$ cat src/rtl/core/rbfs_pkg.sv
package rbfs_pkg;

  // Default geometry of the store
  localparam int unsigned WORD_BYTES  = 8;
  localparam int unsigned STORE_BYTES = 16 * 1024;

  // Byte position and file length width; both saturate at the top value
  localparam int unsigned POS_W   = 15;
  localparam logic [POS_W-1:0] POS_MAX = '1;

  localparam int unsigned DATA_W  = 64;
  localparam int unsigned COUNT_W = 4;

  typedef enum logic [1:0] {
    CMD_OPEN  = 2'd0,
    CMD_WRITE = 2'd1,
    CMD_READ  = 2'd2,
    CMD_CLOSE = 2'd3
  } cmd_e;

  typedef struct packed {
    cmd_e                cmd;
    logic [COUNT_W-1:0]  byte_count_req;
    logic [DATA_W-1:0]   write_word;
  } req_t;

  typedef struct packed {
    cmd_e                resp_kind;
    logic [COUNT_W-1:0]  bytes_done;
    logic [DATA_W-1:0]   read_word;
  } resp_t;

  // Word store port control
  typedef struct packed {
    logic we;
    logic re;
  } mem_ctl_t;

  // Response under way while the store read completes
  typedef struct packed {
    cmd_e               kind;
    logic [COUNT_W-1:0] done;
    logic               rd;
  } s1_info_t;

endpackage

$ cat src/rtl/core/rbfs_ctrl.sv
module rbfs_ctrl #(
  parameter int unsigned WordBytes  = rbfs_pkg::WORD_BYTES,
  parameter int unsigned StoreBytes = rbfs_pkg::STORE_BYTES,
  parameter int unsigned AddrW      = 11
) (
  input  logic                        clk_i,
  input  logic                        rst_ni,
  input  logic                        in_valid_i,
  output logic                        in_ready_o,
  input  rbfs_pkg::req_t              in_req_i,
  output logic                        s1_valid_o,
  input  logic                        s1_take_i,
  output rbfs_pkg::s1_info_t          s1_info_o,
  output rbfs_pkg::mem_ctl_t          mem_ctl_o,
  output logic [AddrW-1:0]            mem_addr_o,
  output logic [rbfs_pkg::DATA_W-1:0] mem_wdata_o
);
  import rbfs_pkg::*;

  localparam int unsigned Depth      = StoreBytes / WordBytes;
  // Word address by reciprocal multiply, exact for every POS_W-bit position
  localparam int unsigned RecipShift = POS_W + 3;
  localparam int unsigned Recip      = ((1 << RecipShift) + WordBytes - 1) / WordBytes;
  localparam int unsigned ProdW      = POS_W + RecipShift + 1;
  localparam logic [DATA_W-1:0] WordMask =
      (WordBytes >= 8) ? '1 : DATA_W'((65'd1 << (8 * WordBytes)) - 65'd1);

  logic [POS_W-1:0] pos_q, pos_d;
  logic [POS_W-1:0] len_q, len_d;
  logic             s1_valid_q, s1_valid_d;
  s1_info_t         s1_info_q, s1_info_d;

  logic             accept;
  logic [ProdW-1:0] prod;
  logic [POS_W:0]   word_addr;
  logic             addr_ok;
  logic [POS_W:0]   pos_sum;
  logic [POS_W-1:0] pos_adv;
  mem_ctl_t         mem_ctl;

  assign in_ready_o = !s1_valid_q || s1_take_i;
  assign accept     = in_valid_i && in_ready_o;

  assign prod      = ProdW'(pos_q) * ProdW'(Recip);
  assign word_addr = {1'b0, prod[RecipShift +: POS_W]};
  assign addr_ok   = 17'(word_addr) < 17'(Depth);

  // Saturating advance
  assign pos_sum = {1'b0, pos_q} + (POS_W + 1)'(in_req_i.byte_count_req);
  assign pos_adv = pos_sum[POS_W] ? POS_MAX : pos_sum[POS_W-1:0];

  always_comb begin
    pos_d       = pos_q;
    len_d       = len_q;
    mem_ctl.we  = 1'b0;
    mem_ctl.re  = 1'b0;
    s1_info_d   = s1_info_q;
    s1_valid_d  = s1_valid_q && !s1_take_i;
    if (accept) begin
      s1_valid_d     = 1'b1;
      s1_info_d.kind = in_req_i.cmd;
      s1_info_d.done = '0;
      s1_info_d.rd   = 1'b0;
      unique case (in_req_i.cmd)
        CMD_OPEN: begin
          pos_d = '0;
        end
        CMD_WRITE: begin
          if (17'(len_q) < 17'(StoreBytes)) begin
            mem_ctl.we     = (in_req_i.byte_count_req != '0) && addr_ok;
            s1_info_d.done = in_req_i.byte_count_req;
            pos_d          = pos_adv;
            len_d          = (pos_adv > len_q) ? pos_adv : len_q;
          end
        end
        CMD_READ: begin
          if (pos_q < len_q) begin
            // Past the last word: report the count, return zero
            mem_ctl.re     = addr_ok;
            s1_info_d.rd   = addr_ok;
            s1_info_d.done = in_req_i.byte_count_req;
            pos_d          = pos_adv;
          end
        end
        CMD_CLOSE: begin
        end
        default: begin
        end
      endcase
    end
  end

  always_ff @(posedge clk_i or negedge rst_ni) begin
    if (!rst_ni) begin
      pos_q      <= '0;
      len_q      <= '0;
      s1_valid_q <= 1'b0;
    end else begin
      pos_q      <= pos_d;
      len_q      <= len_d;
      s1_valid_q <= s1_valid_d;
    end
  end

  always_ff @(posedge clk_i) begin
    s1_info_q <= s1_info_d;
  end

  assign s1_valid_o  = s1_valid_q;
  assign s1_info_o   = s1_info_q;
  assign mem_ctl_o   = mem_ctl;
  assign mem_addr_o  = word_addr[AddrW-1:0];
  assign mem_wdata_o = in_req_i.write_word & WordMask;

  a_one_port_op: assert property (@(posedge clk_i) disable iff (!rst_ni)
    !(mem_ctl.we && mem_ctl.re))
    else $error("store written and read for one request");

  a_mem_on_accept: assert property (@(posedge clk_i) disable iff (!rst_ni)
    (mem_ctl.we || mem_ctl.re) |-> accept)
    else $error("store access without a transfer");

  a_open_rewinds: assert property (@(posedge clk_i) disable iff (!rst_ni)
    accept && in_req_i.cmd == CMD_OPEN |=> pos_q == '0)
    else $error("open did not rewind the position");

  a_stall_holds: assert property (@(posedge clk_i) disable iff (!rst_ni)
    s1_valid_q && !s1_take_i |=> s1_valid_q && $stable(s1_info_q))
    else $error("stalled response lost or changed");

  a_len_never_drops: assert property (@(posedge clk_i) disable iff (!rst_ni)
    s1_valid_q |-> len_d >= len_q)
    else $error("file length shrank");

endmodule

$ cat config.mk
export PLATFORM = sky130hd
export DESIGN_NAME = rbfs_ctrl
export DESIGN_NICKNAME = d
export VERILOG_FILES = /design/src/rtl/core/rbfs_pkg.sv /design/src/rtl/core/rbfs_ctrl.sv
export SDC_FILE = /design/constraint.sdc
export NUM_CORES = 1
export LEC_CHECK = 0
export BUFFER_PORTS_ARGS = -buffer_cell sky130_fd_sc_hd__buf_2
export CAP_MARGIN = 5
export CORE_MARGIN = 1
export CORE_UTILIZATION = 35
export CTS_CLUSTER_SIZE = 30
export DETAILED_ROUTE_END_ITERATION = 8
export PLACE_DENSITY_LB_ADDON = 0.1
export SETUP_SLACK_MARGIN = 0.05
export SYNTH_ARGS = -nofsm -noshare
export SYNTH_HDL_FRONTEND = slang
export SYNTH_SLANG_ARGS = --single-unit
$ cat constraint.sdc
create_clock -name clk_i -period 7.9 [get_ports clk_i]
set_input_delay 0.395 -clock clk_i [delete_from_list [all_inputs] [get_ports clk_i]]
set_output_delay 0.395 -clock clk_i [all_outputs]
set_load 0.005 [all_outputs]
Word-level counts from Yosys, hierarchy flattened

Cells that the tools add are included.
Widths: inputs -> output; s select.

Magnitude comparators: 4
Reductions and logical operators: 12
Eq/ne operators: 4
Muxes and demuxes: 13
Add/sub/neg operators: 1

Operators with widths:

| operator             | count |
|---|---|
| $mux 15              | 3 |
| $pmux 15 s3          | 1 |
| $add 15x4->16        | 1 |
| $gt 15x15->1         | 1 |
| $lt 15x15->1         | 1 |
| $lt 15x15->1 const B | 1 |
| $lt 12x12->1 const B | 1 |
| $pmux 4 s2           | 1 |
| $reduce_and 4->1     | 2 |
| $mux 1               | 5 |
| $mux 5               | 1 |
| $mux 4               | 1 |
| $ne 2x2->1 const B   | 2 |
| $reduce_bool 4->1    | 1 |
| $logic_and 1x1->1    | 3 |
| $reduce_bool 3->1    | 1 |
| $eq 2x1->1 const B   | 1 |
| $eq 2x2->1 const B   | 1 |
| $logic_not 1->1      | 2 |
| $logic_not 2->1      | 1 |
| $mux 2               | 1 |
| $reduce_and 2->1     | 1 |
| $logic_or 1x1->1     | 1 |

Register bits: 38
Output and inout bits: 86

Depth between registers and ports, before layout

Depth in word-level cells: 5
Gate-level depth with buffers: 14
Depth with buffers taken out: 12

Least setup slack after synthesis

No wires, ideal clock.

Path type: input -> register
Start: input port in_req_i[64] (netlist bit)
End: register len_q[12]
Arrival time: 3.360 ns
Slack: 4.416 ns
Stages on the path: 13
Cell sequence: ha_1 fa_1 a211oi_1 or2_1 nor3_1 o21a_1 ha_1 nand4_1 nor3_1 o31ai_2 a31oi_4 buf_6 mux2_2

Cells in the longest elaborated chain, start to end: 4

RTL lines:

| what                       | line             | RTL |
|---|---|---|
| start, declared            | rbfs_ctrl.sv:10  | `input rbfs_pkg::req_t in_req_i,` |
| $add 15x4->16              | rbfs_ctrl.sv:49  | `assign pos_sum = {1'b0, pos_q} + (POS_W + 1)'(in_req_i.byte_count_req);` |
| $mux 15                    | rbfs_ctrl.sv:50  | `assign pos_adv = pos_sum[POS_W] ? POS_MAX : pos_sum[POS_W-1:0];` |
| via pos_adv[14]            | rbfs_ctrl.sv:38  | `logic [POS_W-1:0] pos_adv;` |
| $gt 15x15->1               | rbfs_ctrl.sv:73  | `len_d = (pos_adv > len_q) ? pos_adv : len_q;` |
| $reduce_and 4->1 (no line) | n/a              |  |
| end signal, assigned       | rbfs_ctrl.sv:100 | `len_q <= len_d;` |
| end, declared              | rbfs_ctrl.sv:29  | `logic [POS_W-1:0] len_q, len_d;` |

The timed path passes the listed nets, and every way through them passes these cells.
A chain may end at the register's enable or synchronous reset.

Worst setup path in the final report

Start: register pos_q[0]
End: register len_q[9]

Cells in the longest elaborated chain, start to end: 4

RTL lines:

| what                       | line            | RTL |
|---|---|---|
| start, declared            | rbfs_ctrl.sv:28 | `logic [POS_W-1:0] pos_q, pos_d;` |
| start signal, assigned     | rbfs_ctrl.sv:99 | `pos_q <= pos_d;` |
| $add 15x4->16              | rbfs_ctrl.sv:49 |  |
| $mux 15                    | rbfs_ctrl.sv:50 |  |
| via pos_adv[14]            | rbfs_ctrl.sv:38 |  |
| $gt 15x15->1               | rbfs_ctrl.sv:73 |  |
| $reduce_and 4->1 (no line) | n/a             |  |

The timed path passes the listed nets, and every way through them passes these cells.

==> qor.csv <==
metric,value,unit
fill_cells,972,
layout.nets,423,
area_delta_synth_final,-6.06,%
hold_viol,0,
synthFlopType,dfrtp_1,
synth_commonest_cells,"buf_4, ha_1, dfrtp_1",
final_core_util,0.340,
status,finished clean,
worstMarginPinSlew,1.01,ns
place_ws,3.60,ns
grt_max_degree,32,
globalRoute.totalOverflow,0,
path_delay_family,compound AO/OA/AOI/OAI gates,
final_cells,442,
cts_buffers,5,
htree_num_levels,2,
syn_inst,356,
avgSynthCellArea,9.40,sq um
max-clock-path-buffers,2,
crit_path_top_delay_cell,a211oi_1,
slowest_delay,0.62,ns
synth.most_common_cell,buf_4,
gp_congestion,0.732,
skew,0.00908,ns
worstHoldPathType,primary input to async pin,
slew_headroom,0.324,
initial_utilization,0.362,
synth.distinct_cells,48,
antenna_found_initial,0,
endpoint_kind,register,
drive_gt1_frac,0.192,
ioPinCount,160,
max_freq,238,MHz
synth_area,0.00335,sq mm
fin_crit,4.20,ns
die_area,0.00995,sq mm
insertion_delay,0.30,ns
leakagePower,1.55,nW
syn_nets,467,
detail_route.wl_per_cell,16.8,um
synth-seq-cells,38,
synthArstFlopShare,0.816,
antenna_left,0,
finalMaxSlewViolations,0,
die_h,99.8,um
grt_pass1_wl,12000,um
fin_crit_sh,0.532,
power.density,240,mW/mm^2
yosys.area.top_type,dfrtp_1,
grt_pass1_vias,2296,
cp.buffers_inverters,0,
postCtsSetupRepairBufs,0,
cts_root_buffer,clkbuf_8,
path_cells,ha_1 > fa_1 > a211oi_1 > or2_1 > nor3_1 > o21a_1 > ha_1 > nand4_1 > nor3_1 > o31ai_2 > a31oi_4 > mux2_2,
vias,2229,
cts_sinks,38,
synth.top_cell.area_share,0.232,
num_antenna_cells,0,
cp_max_fo,15,
drt_pass1_iterations,4,
peakVddDrop,0.107,mV
layout_setup_ws,3.70,ns
ctsHoldBuffers,0,
yosys-top-cells-area,"dfrtp_1, buf_4, ha_1, edfxtp_1, mux2_2",
crit_required,8.09,ns
startpoint_type,register,
cts.clk_slew.worst_paths,0.08,ns
multiInputGateArea,0.00164,sq mm
setup_viol,0,
dpl.hpwl,5500,um
num_rows,35,
cts_resized,0,
rsz0062_at_grt,no,
crit_type,register to register,
drc_errors,0,
synth_edf_count,7,
port_buffers,31,
setup_tns,0,ns
worst_ep_arrival_time,4.39,ns
yosysWarningCount,0,
synth_seq_area_share,0.295,
wirelength,7430,um
grt_usage,0.160,
core,0.00924,sq mm
fp.dieW,99.8,um
viasPerCell,5.04,
seq_area,986,sq um
drv_cap,0,
placed_cells,434,
cts_tree,done,
drt-initial-drc-count,48,
## sequential cells by signal (all words and copies together) (netlist names)
name	flops
s1_valid_o	1
s1_info_o	7
len_q	15
pos_q	15
## final timing paths
check	endpoint	depth (start not counted)	slack, ns	start
min in group clk_i	s1_valid_o	2	0.29	in_valid_i
worst min-delay path	pos_q[13]	1	0.15	rst_ni
worst min register to register	len_q[4]	1	0.49	len_q[4]
worst max register to register	len_q[9]	12	3.70	pos_q[0]
worst max-delay path	len_q[9]	12	3.70	pos_q[0]
max in group asynchronous	s1_valid_o	1	7.26	rst_ni
## metrics by stage
stage / hold slack [ns] / power (W) / instance area [sq um]
2_1_floorplan: 0.0994 / 0.000548 / 3350
3_3_place_gp: 0.471 / 0.000615 / 3050
3_5_place_dp: 0.482 / 0.000617 / 3050
4_1_cts: 0.195 / 0.000770 / 3140
5_1_grt: 0.208 / 0.000833 / 3140
6_report: 0.149 / 0.000754 / 3140
## report_power, final
part,total (W),internal [W],switching [W]
logic,0.000345,0.000141,0.000204
registers,0.000261,0.000231,0.0000295
clock network,0.000149,0.0000706,0.0000780
## kinds of logic after synthesis
group           share of synthesized area
simple gates                        0.107
mux                                0.0965
buf+inv                             0.214
fa+ha+maj                           0.141
flops                               0.295
xor+xnor                           0.0157
compound gates                      0.132
## metal layers
metal,wire [um],up-vias,track usage,share of wire
met2,3300,63,0.258,0.44
met1,3630,1053,0.214,0.49
met5,0,-,0,0
met3,331,26,0.0265,0.045
met4,164,0,0.0633,0.022
li1,-,1087,-,-
## area by class of cell
class | instances | share of cell area
clock buffer | 7 | 0.0275
clock inverter | 1 | 0.00159
inverter | 28 | 0.0334
multi-input combinational | 208 | 0.523
sequential | 38 | 0.314
tap | 129 | 0.0514
timing repair buffer | 31 | 0.0494
## cell usage in the layout, fill, tap and decap left out, drive strengths merged, types with 2 or more instances in the layout
cell type	n
or3	4
xnor2	5
a211oi	9
clkbuf	7
nor3	5
mux2i	3
nand2	21
a22oi	2
mux2	26
nand3	8
a21oi	25
a21o	4
dfrtp	31
nor2b	2
nand4	5
nor4	3
nor2	12
o21ai	10
or2	2
a31oi	7
edfxtp	7
nand2b	3
ha	36
inv	28
buf	31
(Power assumes the default switching activity.)
